[src/rtl/core/rse_pkg.sv]
// Shared types and codes of the reservation station entry.
package rse_pkg;

    // Operation codes carried in the input tuser
    localparam logic [1:0] OP_ISSUE = 2'd0;
    localparam logic [1:0] OP_BCAST = 2'd1;
    localparam logic [1:0] OP_FLUSH = 2'd2;

    // Instruction opcodes
    localparam logic [2:0] OPC_ADD   = 3'd0;
    localparam logic [2:0] OPC_SUB   = 3'd1;
    localparam logic [2:0] OPC_MUL   = 3'd2;
    localparam logic [2:0] OPC_DIV   = 3'd3;
    localparam logic [2:0] OPC_SLT   = 3'd4;
    localparam logic [2:0] OPC_SGT   = 3'd5;
    localparam logic [2:0] OPC_LOAD  = 3'd6;
    localparam logic [2:0] OPC_STORE = 3'd7;

    // Result kinds carried in the output tuser
    localparam logic [1:0] KIND_ALU   = 2'd0;
    localparam logic [1:0] KIND_LOAD  = 2'd1;
    localparam logic [1:0] KIND_STORE = 2'd2;

    localparam int ADDR_WIDTH = 32;

    // Sequencer states
    typedef enum logic [2:0] {
        ST_IDLE,
        ST_START,
        ST_ABS_K,
        ST_LOOP,
        ST_FIX,
        ST_DONE
    } t_state;

endpackage

[src/rtl/core/reservation_station_entry.sv]
// Tomasulo reservation station entry with an iterative shared adder datapath.
//
//  Channel   Dir  Handshake                      Payload
//  --------  ---  -----------------------------  ---------------------------------------
//  s_axis    in   s_axis_tvalid / s_axis_tready  tuser: operation; tdata: issue/bcast
//  m_axis    out  m_axis_tvalid / m_axis_tready  tuser: kind; tdata: result fields
//  cfg       in   i_cfg_wr_en                    i_cfg_wr_data: memory_station
//
//  Steps: an item that leaves an operand missing only updates the entry. Once both operands
//  are present the sequencer runs the instruction: the shared add/subtract unit does add,
//  sub and compare, while a separate adder forms the memory address. Multiply runs one
//  shift-add per multiplier bit and a fix step; divide runs two magnitude steps, one
//  restoring step per quotient bit and a sign fix. s_axis_tready is low meanwhile.
//  Reset: synchronous, active low; clears the sequencer, busy flag, output valid and
//  the memory_station register. A result waiting in the output register does not
//  block new transfers; only a new result that finds it still occupied waits.
module reservation_station_entry #(
    parameter int TAG_WIDTH  = 4,
    parameter int DATA_WIDTH = 32
) (
    input  logic i_clk,
    input  logic i_rst_n,

    input  logic i_cfg_wr_en,
    input  logic i_cfg_wr_data,

    input  logic s_axis_tvalid,
    output logic s_axis_tready,
    // from bit 0: opcode, value_j, value_k, tag_j, tag_k, base_address, dest_tag,
    // bcast_tag, bcast_value, zero fill
    input  logic [((3 + 3 * DATA_WIDTH + 4 * TAG_WIDTH + rse_pkg::ADDR_WIDTH + 7) / 8) * 8 - 1:0]
                 s_axis_tdata,
    // from bit 0: operation
    input  logic [1:0] s_axis_tuser,

    output logic m_axis_tvalid,
    input  logic m_axis_tready,
    // from bit 0: result_tag, result_value, mem_address, divide_by_zero, zero fill
    output logic [((TAG_WIDTH + DATA_WIDTH + rse_pkg::ADDR_WIDTH + 1 + 7) / 8) * 8 - 1:0]
                 m_axis_tdata,
    // from bit 0: kind
    output logic [1:0] m_axis_tuser
);
    import rse_pkg::*;

    localparam int DW    = DATA_WIDTH;
    localparam int TW    = TAG_WIDTH;
    localparam int CNT_W = $clog2(DATA_WIDTH);
    localparam int OUT_W = ((TW + DW + ADDR_WIDTH + 1 + 7) / 8) * 8;

    // Input field offsets in tdata
    localparam int OPC_LO = 0;
    localparam int VJ_LO  = 3;
    localparam int VK_LO  = VJ_LO + DW;
    localparam int TJ_LO  = VK_LO + DW;
    localparam int TK_LO  = TJ_LO + TW;
    localparam int BA_LO  = TK_LO + TW;
    localparam int DT_LO  = BA_LO + ADDR_WIDTH;
    localparam int BT_LO  = DT_LO + TW;
    localparam int BV_LO  = BT_LO + TW;

    localparam logic [DW-1:0] SIGN_MASK = {1'b1, {(DW-1){1'b0}}};

    // Unpacked input fields
    logic [1:0]            in_op;
    logic [2:0]            in_opc;
    logic [DW-1:0]         in_vj, in_vk, in_bv;
    logic [TW-1:0]         in_tj, in_tk, in_dt, in_bt;
    logic [ADDR_WIDTH-1:0] in_ba;

    assign in_op  = s_axis_tuser;
    assign in_opc = s_axis_tdata[OPC_LO +: 3];
    assign in_vj  = s_axis_tdata[VJ_LO +: DW];
    assign in_vk  = s_axis_tdata[VK_LO +: DW];
    assign in_tj  = s_axis_tdata[TJ_LO +: TW];
    assign in_tk  = s_axis_tdata[TK_LO +: TW];
    assign in_ba  = s_axis_tdata[BA_LO +: ADDR_WIDTH];
    assign in_dt  = s_axis_tdata[DT_LO +: TW];
    assign in_bt  = s_axis_tdata[BT_LO +: TW];
    assign in_bv  = s_axis_tdata[BV_LO +: DW];

    // Control state
    t_state r_state, n_state;
    logic   r_busy;
    logic   r_mem_station;
    logic   r_out_valid;

    // Entry contents; operands double as working registers once the entry fires
    logic [2:0]            r_opcode;
    logic [DW-1:0]         r_opj, r_opk;
    logic [TW-1:0]         r_wait_j, r_wait_k;
    logic [ADDR_WIDTH-1:0] r_addr;
    logic [TW-1:0]         r_dest;

    // Sequencer working state
    logic [DW:0]           r_acc;
    logic [CNT_W-1:0]      r_cnt;
    logic                  r_neg;

    // Finished result waiting for the output register
    logic [1:0]            r_pend_kind;
    logic [DW-1:0]         r_pend_value;
    logic [ADDR_WIDTH-1:0] r_pend_addr;
    logic                  r_pend_dz;

    // Output register
    logic [1:0]            r_out_kind;
    logic [TW-1:0]         r_out_tag;
    logic [DW-1:0]         r_out_value;
    logic [ADDR_WIDTH-1:0] r_out_addr;
    logic                  r_out_dz;

    // Shared adder
    logic [DW:0] add_x, add_y, add_sum;
    logic        add_sub;

    logic s_xfer, out_free, in_fire, last_step, is_div;
    logic [ADDR_WIDTH-1:0] eff_addr;
    logic qbit;

    assign s_xfer    = s_axis_tvalid && s_axis_tready;
    assign out_free  = !r_out_valid || m_axis_tready;
    assign last_step = (r_cnt == CNT_W'(DW - 1));
    assign is_div    = (r_opcode == OPC_DIV);
    assign add_sum   = add_x + (add_sub ? ~add_y : add_y) + (DW+1)'(add_sub);
    assign eff_addr  = r_addr + ADDR_WIDTH'(r_opk);
    assign qbit      = !add_sum[DW];

    // Operands complete with this transfer
    always_comb begin
        in_fire = 1'b0;
        priority if (in_op == OP_ISSUE) begin
            in_fire = !r_busy && (in_tj == '0) && (in_tk == '0);
        end else if (in_op == OP_BCAST) begin
            in_fire = r_busy && (in_bt != '0) && ((r_wait_j != '0) || (r_wait_k != '0))
                   && ((r_wait_j == '0) || (r_wait_j == in_bt))
                   && ((r_wait_k == '0) || (r_wait_k == in_bt));
        end else begin
            in_fire = 1'b0;
        end
    end

    // Next state
    always_comb begin
        n_state = r_state;
        unique case (r_state)
            ST_IDLE:  if (s_xfer && in_fire) n_state = ST_START;
            ST_START: begin
                if (!r_mem_station && r_opcode == OPC_MUL) begin
                    n_state = ST_LOOP;
                end else if (!r_mem_station && is_div && r_opk != '0) begin
                    n_state = ST_ABS_K;
                end else begin
                    n_state = ST_DONE;
                end
            end
            ST_ABS_K: n_state = ST_LOOP;
            ST_LOOP:  if (last_step) n_state = ST_FIX;
            ST_FIX:   n_state = ST_DONE;
            ST_DONE:  if (out_free) n_state = ST_IDLE;
            default:  n_state = ST_IDLE;
        endcase
    end

    // Sequencer outputs: handshake and adder operand selection
    always_comb begin
        s_axis_tready = (r_state == ST_IDLE);
        add_x   = '0;
        add_y   = '0;
        add_sub = 1'b0;
        unique case (r_state)
            ST_START: begin
                unique case (r_opcode)
                    OPC_ADD: begin
                        add_x = {1'b0, r_opj};
                        add_y = {1'b0, r_opk};
                    end
                    OPC_SUB: begin
                        add_x   = {1'b0, r_opj};
                        add_y   = {1'b0, r_opk};
                        add_sub = 1'b1;
                    end
                    OPC_SLT: begin
                        add_x   = {1'b0, r_opj ^ SIGN_MASK};
                        add_y   = {1'b0, r_opk ^ SIGN_MASK};
                        add_sub = 1'b1;
                    end
                    OPC_SGT: begin
                        add_x   = {1'b0, r_opk ^ SIGN_MASK};
                        add_y   = {1'b0, r_opj ^ SIGN_MASK};
                        add_sub = 1'b1;
                    end
                    OPC_DIV: begin
                        add_y   = {1'b0, r_opj};
                        add_sub = 1'b1;
                    end
                    default: add_sub = 1'b0;
                endcase
            end
            ST_ABS_K: begin
                add_y   = {1'b0, r_opk};
                add_sub = 1'b1;
            end
            ST_LOOP: begin
                if (is_div) begin
                    add_x   = {r_acc[DW-1:0], r_opj[DW-1]};
                    add_y   = {1'b0, r_opk};
                    add_sub = 1'b1;
                end else begin
                    add_x = r_acc;
                    add_y = {1'b0, r_opj};
                end
            end
            ST_FIX: begin
                add_y   = is_div ? {1'b0, r_opj} : r_acc;
                add_sub = r_neg;
            end
            default: add_sub = 1'b0;
        endcase
    end

    // Control registers
    always_ff @(posedge i_clk) begin
        if (!i_rst_n) begin
            r_state       <= ST_IDLE;
            r_busy        <= 1'b0;
            r_mem_station <= 1'b0;
            r_out_valid   <= 1'b0;
        end else begin
            r_state <= n_state;
            if (i_cfg_wr_en) r_mem_station <= i_cfg_wr_data;
            // Hold the entry from issue until the result moves out or a flush drops it
            if (s_xfer && in_op == OP_ISSUE && !r_busy) begin
                r_busy <= 1'b1;
            end else if (s_xfer && in_op == OP_FLUSH) begin
                r_busy <= 1'b0;
            end else if (r_state == ST_DONE && out_free) begin
                r_busy <= 1'b0;
            end
            if (r_state == ST_DONE && out_free) begin
                r_out_valid <= 1'b1;
            end else if (m_axis_tready) begin
                r_out_valid <= 1'b0;
            end
        end
    end

    // Datapath registers
    always_ff @(posedge i_clk) begin
        unique case (r_state)
            ST_IDLE: begin
                if (s_xfer && in_op == OP_ISSUE && !r_busy) begin
                    r_opcode <= in_opc;
                    r_opj    <= in_vj;
                    r_opk    <= in_vk;
                    r_wait_j <= in_tj;
                    r_wait_k <= in_tk;
                    r_addr   <= in_ba;
                    r_dest   <= in_dt;
                end else if (s_xfer && in_op == OP_BCAST && r_busy && in_bt != '0) begin
                    // Capture the broadcast into every operand waiting on this tag
                    if (r_wait_j != '0 && r_wait_j == in_bt) begin
                        r_wait_j <= '0;
                        r_opj    <= in_bv;
                    end
                    if (r_wait_k != '0 && r_wait_k == in_bt) begin
                        r_wait_k <= '0;
                        r_opk    <= in_bv;
                    end
                end
            end
            ST_START: begin
                r_acc <= '0;
                r_cnt <= '0;
                if (r_mem_station) begin
                    r_neg       <= 1'b0;
                    r_pend_dz   <= 1'b0;
                    r_pend_addr <= eff_addr;
                    if (r_opcode == OPC_LOAD) begin
                        r_pend_kind  <= KIND_LOAD;
                        r_pend_value <= '0;
                    end else begin
                        r_pend_kind  <= KIND_STORE;
                        r_pend_value <= r_opj;
                    end
                end else begin
                    r_pend_kind <= KIND_ALU;
                    r_pend_addr <= '0;
                    r_pend_dz   <= is_div && (r_opk == '0);
                    r_neg       <= is_div && (r_opj[DW-1] ^ r_opk[DW-1]);
                    unique case (r_opcode)
                        OPC_ADD, OPC_SUB: r_pend_value <= add_sum[DW-1:0];
                        OPC_SLT, OPC_SGT: r_pend_value <= DW'(add_sum[DW]);
                        OPC_DIV: begin
                            // Zero divisor leaves a zero result; otherwise take |j|
                            r_pend_value <= '0;
                            if (r_opk != '0 && r_opj[DW-1]) r_opj <= add_sum[DW-1:0];
                        end
                        default: r_pend_value <= '0;
                    endcase
                end
            end
            ST_ABS_K: begin
                if (r_opk[DW-1]) r_opk <= add_sum[DW-1:0];
            end
            ST_LOOP: begin
                r_cnt <= r_cnt + CNT_W'(1);
                if (is_div) begin
                    // Restoring step: keep the trial remainder when it did not borrow
                    if (qbit) r_acc <= add_sum;
                    else      r_acc <= add_x;
                    r_opj <= {r_opj[DW-2:0], qbit};
                end else begin
                    if (r_opk[0]) r_acc <= {1'b0, add_sum[DW-1:0]};
                    r_opj <= {r_opj[DW-2:0], 1'b0};
                    r_opk <= {1'b0, r_opk[DW-1:1]};
                end
            end
            ST_FIX: begin
                r_pend_value <= add_sum[DW-1:0];
            end
            ST_DONE: begin
                if (out_free) begin
                    r_out_kind  <= r_pend_kind;
                    r_out_tag   <= r_dest;
                    r_out_value <= r_pend_value;
                    r_out_addr  <= r_pend_addr;
                    r_out_dz    <= r_pend_dz;
                end
            end
            default: r_cnt <= r_cnt;
        endcase
    end

    assign m_axis_tvalid = r_out_valid;
    assign m_axis_tuser  = r_out_kind;
    assign m_axis_tdata  = OUT_W'({r_out_dz, r_out_addr, r_out_value, r_out_tag});

    // An entry in flight is always held busy
    a_exec_busy: assert property (@(posedge i_clk) disable iff (!i_rst_n)
        (r_state != ST_IDLE) |-> r_busy)
        else $error("sequencer running on a free entry");

    // A busy entry waiting for transfers still misses an operand
    a_wait_operand: assert property (@(posedge i_clk) disable iff (!i_rst_n)
        (r_state == ST_IDLE && r_busy) |-> (r_wait_j != '0 || r_wait_k != '0))
        else $error("busy idle entry with both operands ready");

    // A finished result reaches the output register in the next cycle
    a_done_out: assert property (@(posedge i_clk) disable iff (!i_rst_n)
        (r_state == ST_DONE && out_free) |=> (m_axis_tvalid && !r_busy))
        else $error("result not transferred to output register");

    // Divide by zero is only reported on ALU results
    a_dz_kind: assert property (@(posedge i_clk) disable iff (!i_rst_n)
        (m_axis_tvalid && r_out_dz) |-> (r_out_kind == KIND_ALU))
        else $error("divide by zero flag on memory request");

    // The loop leaves after exactly DATA_WIDTH steps
    a_loop_exit: assert property (@(posedge i_clk) disable iff (!i_rst_n)
        (r_state == ST_LOOP && last_step) |=> (r_state == ST_FIX))
        else $error("iteration count overrun");

endmodule
[config.mk]
export PLATFORM = sky130hd
export DESIGN_NAME = reservation_station_entry
export DESIGN_NICKNAME = d
export VERILOG_FILES = /design/src/rtl/core/rse_pkg.sv /design/src/rtl/core/reservation_station_entry.sv
export SDC_FILE = /design/constraint.sdc
export NUM_CORES = 1
export LEC_CHECK = 0
export BUFFER_PORTS_ARGS = -buffer_cell sky130_fd_sc_hd__buf_4
export CAP_MARGIN = 20
export CORE_UTILIZATION = 45
export CTS_CLUSTER_SIZE = 10
export DETAILED_ROUTE_END_ITERATION = 8
export PLACE_DENSITY = 0.62
export SLEW_MARGIN = 10
export SYNTH_ARGS = -nofsm -noshare
export SYNTH_HDL_FRONTEND = slang
export SYNTH_SLANG_ARGS = --single-unit
[constraint.sdc]
create_clock -name i_clk -period 11.3 [get_ports i_clk]
set_input_delay 2.825 -clock i_clk [delete_from_list [all_inputs] [get_ports i_clk]]
set_output_delay 2.825 -clock i_clk [all_outputs]
set_load 0.005 [all_outputs]
After elaboration in Yosys (flattened, before gate mapping)
Index checks and enable logic that the tools add are counted.
W data, S select, Z words.
{"block": "word_totals", "register_bits": 294, "wordCells": 178, "out_inout_bits": 76}
{"block": "classes", "n_reduce_logical": 64, "n_mux": 54, "n_eq_ne": 28, "bitwise": 4, "n_addsub": 4}
{"cell": "$mux W32", "n": 14}
{"cell": "$pmux W32 S3", "n": 3}
{"cell": "$mux W33", "n": 6}
{"cell": "$pmux W33 S2", "n": 2}
{"cell": "$pmux W33 S4", "n": 1}
{"cell": "$pmux W32 S2", "n": 2}
{"cell": "$pmux W32 S4", "n": 1}
{"cell": "$add A33 B1 Y33", "n": 1}
{"cell": "$add A33 B33 Y33", "n": 1}
{"cell": "$not A33 Y33", "n": 1}
{"cell": "$add A32 B32 Y32", "n": 1}
{"cell": "$logic_not A32 Y1", "n": 1}
{"cell": "$reduce_bool A32 Y1", "n": 1}
{"cell": "$mux W4", "n": 6}
{"cell": "$logic_and A1 B1 Y1", "n": 23}
{"cell": "$pmux W3 S6", "n": 1}
{"cell": "$logic_not A4 Y1", "n": 4}
{"cell": "$eq A3 B3 Y1 const B", "n": 5}
{"cell": "$mux W3", "n": 5}
{"cell": "$ne A2 B2 Y1 const B", "n": 7}
{"cell": "$eq A3 B2 Y1 const B", "n": 4}
{"cell": "$reduce_bool A2 Y1", "n": 6}
{"cell": "$reduce_bool A4 Y1", "n": 3}
{"cell": "$mux W1", "n": 10}
{"cell": "26 further kinds", "n": 45}

Depth between registers and ports, before layout
Gate-level depths: netlist of run 1.
{"block": "logic_depth", "word_depth": 12, "mapped_depth": 21}

Worst setup path after synthesis of run 1
No wires, ideal clock.
{"block": "synth_path", "kind": "input port to flip-flop", "start": "input port s_axis_tuser[0]", "end": "register r_opj[0] (enable)", "setup_slack_ps": 4664, "arrival_ps": 6175, "required_ps": 10839, "cell_stages": 7, "n_path_buf": 1, "cell_sequence": "nor3_1 nand3_1 inv_1 clkbuf_1 o31a_1 nor2_1 nor3_1"}
{"block": "synth_via", "elab_chain_len": 6, "elab_cells_between_ends": 10, "cone_classes": "eq/ne: 3; reduce/logical: 7"}
{"item": "start, declared", "line_no": "reservation_station_entry.sv:34", "rtl": "input logic [1:0] s_axis_tuser,"}
{"item": "$eq A2 B1 Y1", "line_no": "reservation_station_entry.sv:260", "rtl": "end else if (s_xfer && in_op == OP_BCAST && r_busy && in_bt != '0) begin"}
{"item": "$logic_and A1 B1 Y1 (3 in a row)", "line_no": "reservation_station_entry.sv:260"}
{"item": "$ne A3 B1 Y1 (no source line)"}
{"item": "$reduce_and A6 Y1 (no source line) *"}
{"item": "end signal, assigned", "line_no": "reservation_station_entry.sv:254", "rtl": "r_opj <= in_vj;"}
{"item": "end signal, assigned", "line_no": "reservation_station_entry.sv:264", "rtl": "r_opj <= in_bv;"}
{"item": "end signal, assigned", "line_no": "reservation_station_entry.sv:297", "rtl": "if (r_opk != '0 && r_opj[DW-1]) r_opj <= add_sum[DW-1:0];"}
{"item": "end, declared", "line_no": "reservation_station_entry.sv:90", "rtl": "logic [DW-1:0] r_opj, r_opk;"}
Mark *: on every way between the ends. The rest lies on a longest branch, timed or not.
A chain may end at the register's enable or synchronous reset.

Worst setup path after layout of run 1
{"block": "layout_path", "start": "register r_state[2]", "end": "register r_acc[30], data pin"}
{"block": "layout_via", "elab_chain_len": 9, "elab_cells_between_ends": 15, "cone_classes": "add/sub: 2; eq/ne: 4; mux: 8; bitwise: 1"}
{"item": "start, declared", "line_no": "reservation_station_entry.sv:83", "rtl": "t_state r_state, n_state;"}
{"item": "start signal, assigned", "line_no": "reservation_station_entry.sv:230", "rtl": "r_state <= n_state;"}
{"item": "$eq A3 B3 Y1, or another cell as far along", "line_no": "reservation_station_entry.sv:171", "rtl": "unique case (r_state)"}
{"item": "$pmux W33 S4", "line_no": "reservation_station_entry.sv:171"}
{"item": "$not A33 Y33", "line_no": "reservation_station_entry.sv:125", "rtl": "assign add_sum = add_x + (add_sub ? ~add_y : add_y) + (DW+1)'(add_sub);"}
{"item": "$mux W33", "line_no": "reservation_station_entry.sv:125"}
{"item": "$add A33 B33 Y33", "line_no": "reservation_station_entry.sv:125"}
{"item": "$add A33 B1 Y33", "line_no": "reservation_station_entry.sv:125"}
{"item": "$mux W33, on equally long branches", "line_no": "reservation_station_entry.sv:314, reservation_station_entry.sv:310"}
{"item": "$mux W33", "line_no": "reservation_station_entry.sv:308", "rtl": "if (is_div) begin"}
{"item": "$pmux W33 S2 *", "line_no": "reservation_station_entry.sv:250", "rtl": "unique case (r_state)"}
{"item": "end signal, assigned", "line_no": "reservation_station_entry.sv:310", "rtl": "if (qbit) r_acc <= add_sum;"}
{"item": "end signal, assigned", "line_no": "reservation_station_entry.sv:314", "rtl": "if (r_opk[0]) r_acc <= {1'b0, add_sum[DW-1:0]};"}
{"item": "end, declared", "line_no": "reservation_station_entry.sv:96", "rtl": "logic [DW:0] r_acc;"}
Mark *: on every way between the ends. The rest lies on a longest branch, timed or not. The select of a mux whose other input is x is not followed.

==> out/metrics.csv, run 1 <==
stage;metric;value;unit
yosys;EDFF count, synth;288;
power;Peak VDD IR;0.117;mV
drt;drt drc;0;
cts;CTS buffer count;37;
power;internal power;2690;uW
sta;Worst Max-Slew Pin Slew;1.18;ns
power;Pwr Density;205;mW/mm2
drt;drt total wl;54100;um
global_route;first-pass GRT wire length;80600;um
placed_design;RePlAce Congestion;0.946;
sta;endpoints failing hold;0;
hold_path;Hold Path Depth;0;
floorplan;die area;0.0399;mm2
sta;fmax;0.139;GHz
critical_path;R2R cell count;20;
sta;Tcrit/Tclk final;0.639;
yosys;ranking of synthesized cells by area;edfxtp_1, ha_1, mux2i_1, nand2_1, xnor2_1;
cts;clk root buf;clkbuf_16;
cts;clk buf depth;3;
drt;first drt pass iteration count;8;
power;Reg power frac;0.371;
power;P_sw;1590;uW
critical_path;max incr delay on CP;0.78;ns
placed_design;hpwl dp;36200;um
yosys;Synth Flop Type;edfxtp_1;
drt;drt initial violations;1756;
yosys;Post-Syn Area;0.0176;mm2
yosys;Seq cells post-synth;294;
placed_design;Place WS;4.28;ns
hold_path;Hold Path Class;reg -> reg;
placed_design;PortBufs;227;
power;Clk pwr share;0.257;
sta;Tmin final;7.22;ns
critical_path;register-to-register setup slack;4.08;ns
critical_path;Setup crit end kind;flop;
sta;RSZ-0062 raised after global routing;no;
hold_path;Worst Hold End;r_out_addr[25];
floorplan;num rows;72;
critical_path;crit path DAT;7.50;ns
drt;vias after detailed routing;14690;
floorplan;Starting Density;0.455;
sta;Max Slew Vio Count;0;
critical_path;Worst Path Buf+Inv;3;
power;Comb power frac;0.372;
critical_path;CP delay by family, top;simple AND/OR/NAND/NOR gates;
flow_run;max_cap viols;0;
sta;relative slew slack;0.213;
cts;CTS tree;done;
critical_path;CP startpoint kind;flop;
global_route;vias in the first global route;14113;
floorplan;die width;200;um
sta;TNS Setup;0;ns
cts;clock sink total;294;
power;P_leak;0.00798;uW
layout;# nets final;2064;
yosys;top cell type's share of synthesized area;0.491;
yosys;most numerous cell in the Yosys netlist;edfxtp_1;
critical_path;worst flop-to-flop path startpoint;r_state[2];
yosys;Synth area leader;edfxtp_1;
yosys;Async S/R FF share, synth;0;
critical_path;reg2reg end;r_acc[30];
critical_path;worst path cell trace;nand2b_2 -> inv_1 -> nand2_2 -> o21ai_4 -> buf_4 -> a222oi_1 -> o21ai_0 -> xnor2_1 -> ha_1 -> a21oi_1 -> o21ai_0 -> a31o_2 -> a21o_1 -> nor3_2 -> nor3_1 -> or3_1 -> nand4_2 -> buf_4 -> mux2i_1 -> nor2_1;
floorplan;core area;0.0386;mm2
yosys;synthesized instance count;1651;
layout;Layout area overhead;18.9;%
layout;layout cells sized above 1;0.183;
floorplan;Ports;236;
sta;clock skew;0.0274;ns
cts;post-CTS setup buffer count;0;
cts;CTS clock-pin slew for the worst setup and hold paths;0.06;ns
global_route;Tot GR Track Use;0.268;
yosys;commonest cells in the netlist;edfxtp_1, nand2_1, a21oi_1;
cts;Post-CTS Resized;0;
critical_path;Slowest cell on crit path;o21ai_4;
yosys;syn avg cell area;10.7;um2
drt;drt via density;6.19;
critical_path;Required @ worst endpoint;11.58;ns
drt;wire per inst;22.8;um
critical_path;Critical Path Fanout Max;28;
power;Switching Share;0.372;
yosys;Yosys cell types;82;
cts;hold buffers post-CTS;0;
floorplan;height of the die;200;um
global_route;global route total overflow;0;
sta;# setup viols final;0;
drt;Post-DRT Antenna Nets;0;
global_route;largest net degree at the start of global routing;73;
sta;PnR worst setup slack;4.08;ns
run_status;status;complete, no violations;
cts;H-tree level count;2;
hold_path;hold path start;r_pend_addr[25];
yosys;Synth warnings;0;
yosys;Seq/Total Area, Yosys;0.498;
global_route;initial antenna violation count;0;
critical_path;critical path class;reg -> reg;
cts;worst skew pair latency;0.56;ns
## metrics by stage
step / cells / area, um2 / hold WS (ns) / total power [uW] / utilization
2_1_floorplan: 1653 / 17600 / 0.400 / 2690 / -
3_3_place_gp: 2316 / 19800 / 0.401 / 3150 / 0.512
3_5_place_dp: 2316 / 19800 / 0.405 / 3170 / 0.512
4_1_cts: 2373 / 20900 / 0.413 / 4280 / 0.541
5_1_grt: 2374 / 20900 / 0.419 / 4500 / 0.541
6_report: 2375 / 20900 / 0.411 / 4290 / 0.541
## per-layer routing
| metal | GRT usage | share of wire | up-vias |
|---|---|---|---|
| li1 | - | - | 6762 |
| met1 | 0.374 | 0.43 | 7016 |
| met2 | 0.412 | 0.44 | 808 |
| met3 | 0.0612 | 0.11 | 104 |
| met4 | 0.0916 | 0.027 | 0 |
| met5 | 0 | 0 | - |
## cells by family after synthesis
logic type | share of synthesized area
flip-flops | 0.498
multiplexers | 0.0399
XOR/XNOR | 0.0472
other | 0.000213
AO/OA/AOI/OAI | 0.212
AND/OR/NAND/NOR | 0.121
buffers and inverters | 0.0336
adder cells (fa/ha/maj) | 0.0478
## cell usage in the layout (no fill, tap or decap), types with 27 or more instances in the layout
cell       count
nand2_1      178
a21o_1        33
nor2_1        99
edfxtp_1     288
xnor2_1       66
o21ai_0       70
o22ai_1       34
a22o_1        29
mux2i_1       69
and3_1        31
buf_4        257
a21oi_1      114
and2_1        27
xor2_1        27
a221o_1       30
a31oi_1       31
ha_1          64
clkbuf_16     38
a22oi_1       60
a222oi_1      31
## layout make-up
class	instances	area, um2
fill	3391	17700
sequential	294	8770
multi-input combinational	1218	8340
timing repair buffer	258	1960
clock buffer	51	1010
tap	518	648
inverter	29	111
clock inverter	6	82.6
antenna	1	2.50
## flip-flops by register name, indices dropped and copies added, names as in the netlist
name / cells
r_acc: 33
r_pend_value: 32
r_opj: 32
r_pend_dz: 1
m_axis_tuser: 2
m_axis_tvalid: 1
r_pend_addr: 32
r_out_tag: 4
r_out_value: 32
r_addr: 32
r_pend_kind: 2
r_opk: 32
r_out_addr: 32
r_mem_station: 1
r_out_dz: 1
r_neg: 1
r_wait_j: 4
r_opcode: 3
r_wait_k: 4
r_busy: 1
r_cnt: 5
r_dest: 4
r_state: 3
## power by group through the flow
stage	combinational, uW	sequential [uW]	clock (uW)
after detailed placement	1570	1600	0
after global placement	1550	1600	0
after floorplan	1140	1550	0
final	1600	1590	1100
after global routing	1730	1600	1160
after CTS	1580	1580	1120
## how the worst max path moves through the flow
stage                               start  depth (start not counted)        end  slack [ns]
after floorplan           s_axis_tuser[0]                          7   r_opj[0]        4.66
after global placement         r_state[2]                         20  r_acc[24]        4.36
after detailed placement       r_state[1]                         19  r_acc[28]        4.28
after CTS                      r_state[2]                         20  r_acc[28]        4.29
after global routing           r_state[1]                         19  r_acc[28]        3.83
final                          r_state[2]                         20  r_acc[30]        4.08
Power figures use the tool's default switching activity.
==> inputs of run 2 (changes only) <==
ABC_AREA = 1   (was not set)
clock period = 6.7 ns   (was 11.3 ns; I/O delays follow)
==> out/metrics.csv, run 2 <==
stage;metric;value;unit;change
run_status;status;complete, no violations;;
sta;Max Slew Vio Count;0;;unchanged
critical_path;Worst Path Buf+Inv;4;;+1
power;Peak VDD IR;0.252;mV;+120%
sta;Tmin final;5.63;ns;-1.58 ns
power;Clk pwr share;0.242;;-0.015
layout;Layout area overhead;18.1;%;
drt;drt via density;5.92;;-4.2%
yosys;Synth warnings;0;;unchanged
sta;Tcrit/Tclk final;0.841;;+0.202
sta;TNS Setup;0;ns;unchanged
critical_path;register-to-register setup slack;1.07;ns;-3.02 ns
critical_path;Required @ worst endpoint;7.01;ns;-4.57 ns
power;P_sw;3230;uW;+100%
cts;clk buf depth;3;;unchanged
cts;worst skew pair latency;0.56;ns;about the same
drt;Post-DRT Antenna Nets;0;;unchanged
critical_path;Setup crit end kind;flop;;
cts;post-CTS setup buffer count;0;;unchanged
power;P_leak;0.00914;uW;+15%
yosys;Seq/Total Area, Yosys;0.474;;-0.0239
drt;drt total wl;63200;um;+17%
layout;Final Instance Area;0.0218;mm2;+4.4%
floorplan;Ports;236;;unchanged
power;internal power;4640;uW;+72%
placed_design;hpwl dp;45000;um;+24%
cts;H-tree level count;2;;unchanged
drt;first drt pass iteration count;6;;-2
sta;Worst Max-Slew Pin Slew;1.18;ns;-0.00482 ns
critical_path;critical path class;reg -> reg;;
sta;clock skew;0.0150;ns;-0.0124 ns
global_route;Tot GR Track Use;0.300;;+0.0318
drt;vias after detailed routing;17176;;+17%
sta;endpoints failing hold;0;;unchanged
yosys;Seq cells post-synth;294;;unchanged
sta;relative slew slack;0.215;;+0.00235
placed_design;placed inst area;0.0207;mm2;+4.6%
yosys;Synth area leader;edfxtp_1;;
hold_path;hold path start;r_pend_value[5];;
critical_path;CP startpoint kind;flop;;
cts;CTS clock-pin slew for the worst setup and hold paths;0.06;ns;about the same
yosys;Synth Flop Type;edfxtp_1;;
placed_design;RePlAce Congestion;0.924;;-2.3%
layout;layout cells sized above 1;0.152;;-0.0311
yosys;ranking of synthesized cells by area;edfxtp_1, nand2_1, o21ai_0, a21oi_1, inv_1;;
floorplan;die area;0.0419;mm2;+5.0%
cts;CTS buffer count;38;;+2.7%
cts;Post-CTS Resized;0;;unchanged
yosys;syn avg cell area;8.55;um2;-20%
drt;drt drc;0;;unchanged
global_route;GR peak layer;met2;;
critical_path;worst path cell trace;inv_2 -> nor2_8 -> inv_2 -> nor2_1 -> o22ai_1 -> o2111ai_1 -> xor2_1 -> inv_1 -> ha_1 -> a21oi_1 -> o21ai_0 -> a21oi_1 -> o21ai_0 -> nand2_1 -> nand2_1 -> nand3_1 -> nand3_1 -> nand2_4 -> nand2_4 -> or2_1 -> nand3_1 -> inv_1;;
yosys;synthesized instance count;2163;;+31%
critical_path;Crit path top cell by count;nand3_1;;
cts;clock sink total;294;;unchanged
floorplan;height of the die;205;um;+2.5%
yosys;Async S/R FF share, synth;0;;unchanged
global_route;global route total overflow;0;;unchanged
critical_path;R2R cell count;22;;+10%
global_route;met3 Use GR;0.0595;;-0.00166
floorplan;die width;205;um;+2.5%
floorplan;core area;0.0401;mm2;+3.8%
critical_path;max incr delay on CP;0.57;ns;-0.21 ns
power;Comb power frac;0.402;;+0.030
cts;CTS tree;done;;
sta;# setup viols final;0;;unchanged
hold_path;Hold Path Depth;0;;unchanged
global_route;vias in the first global route;16560;;+17%
global_route;first-pass GRT wire length;95900;um;+19%
yosys;Yosys cell types;55;;-33%
yosys;EDFF count, synth;288;;unchanged
global_route;initial antenna violation count;0;;unchanged
power;PnR Total Power;7870;uW;+84%
yosys;Post-Syn Area;0.0185;mm2;+5.0%
layout;Top reg by flops;r_acc;;
layout;most frequent cells in the layout;nand2_1, edfxtp_1, buf_4;;
layout;ant diodes;0;;-1
drt;drt initial violations;1857;;+5.8%
power;Reg power frac;0.356;;-0.015
hold_path;Hold Path Class;reg -> reg;;
global_route;M1 GR Usage;0.418;;+0.0444
drt;wire per inst;21.8;um;-4.3%
critical_path;crit path DAT;5.94;ns;-1.56 ns
yosys;top cell type's share of synthesized area;0.468;;-0.0236
yosys;commonest cells in the netlist;nand2_1, edfxtp_1, inv_1;;
floorplan;num rows;73;;+1.4%
placed_design;PortBufs;227;;unchanged
power;Switching Share;0.411;;+0.0388
cts;hold buffers post-CTS;0;;unchanged
critical_path;Critical Path Fanout Max;59;;+110%
sta;RSZ-0062 raised after global routing;no;;
global_route;met2 GRT Util;0.459;;+0.0474
critical_path;reg2reg end;r_acc[25];;
layout;# nets final;2583;;+25%
flow_run;max_cap viols;0;;unchanged
power;Pwr Density;360;mW/mm2;+76%
hold_path;Worst Hold End;r_out_value[5];;
layout;number of flip-flops in the largest register;33;;unchanged
global_route;largest net degree at the start of global routing;113;;+55%
critical_path;CP delay by family, top;simple AND/OR/NAND/NOR gates;;
yosys;most numerous cell in the Yosys netlist;nand2_1;;
critical_path;worst flop-to-flop path startpoint;r_state[1];;
floorplan;Starting Density;0.461;;+0.00565
critical_path;Slowest cell on crit path;nor2_8;;
sta;fmax;0.178;GHz;+28%
layout;commonest non-fill, non-tap cell in the layout;nand2_1;;
layout;fin cells;2899;;+22%
cts;clk root buf;clkbuf_16;;
placed_design;Placed Cells;2842;;+23%
run 2: cell type report:
class / instances / area, um2
clock inverter: 14 / 135
clock buffer: 43 / 991
inverter: 246 / 923
fill: 3735 / 18300
sequential: 294 / 8770
multi-input combinational: 1521 / 8410
tap: 525 / 657
timing repair buffer: 256 / 1950
run 2: power groups by stage:
stage,sequential (uW),combinational [uW],clock [uW]
finish,2800,3160,1910
global route,2820,3470,2000
CTS,2780,3100,1940
detailed placement,2820,3090,0
global placement,2810,3050,0
floorplan,2710,2110,0
run 2: worst max-delay path by stage:
stage,start,depth (start not counted),slack (ns),to
after global placement,r_state[1],21,1.36,r_acc[25]
after floorplan,s_axis_tuser[0],8,1.21,r_opk[0]
after CTS,r_state[1],22,1.25,r_acc[25]
final,r_state[1],22,1.07,r_acc[25]
after detailed placement,r_state[1],22,1.27,r_acc[25]
after global routing,r_state[1],23,0.75,r_acc[13]
run 2: cell families after synthesis:
family	Yosys count	share of synthesized area
compound gates	654	0.209
fa+ha+maj	66	0.0455
xor+xnor	64	0.0303
other cells	1	0.000203
buf+inv	350	0.0736
flops	294	0.474
simple gates	734	0.167
run 2: per-stage QoR:
stage | setup WS, ns | utilization | hold WS, ns
5_1_grt | 0.746 | 0.545 | 0.419
6_report | 1.07 | 0.545 | 0.410
2_1_floorplan | 1.21 | - | 0.400
3_5_place_dp | 1.27 | 0.516 | 0.405
3_3_place_gp | 1.36 | 0.516 | 0.401
4_1_cts | 1.25 | 0.545 | 0.415
run 2: layer usage:
layer | vias to the layer above | share of wire
li1 | 8053 | -
met1 | 8027 | 0.42
met2 | 964 | 0.44
met3 | 132 | 0.11
met4 | 0 | 0.033
met5 | - | 0
run 2: worst register-to-register path, delay by kind of cell (launching register included):
| family | cells | cell delay (ns) |
|---|---|---|
| buf+inv | 4 | 0.76 |
| flops | 1 | 0.51 |
| compound gates | 6 | 1.14 |
| xor+xnor | 1 | 0.19 |
| fa+ha+maj | 1 | 0.33 |
| simple gates | 10 | 2.45 |
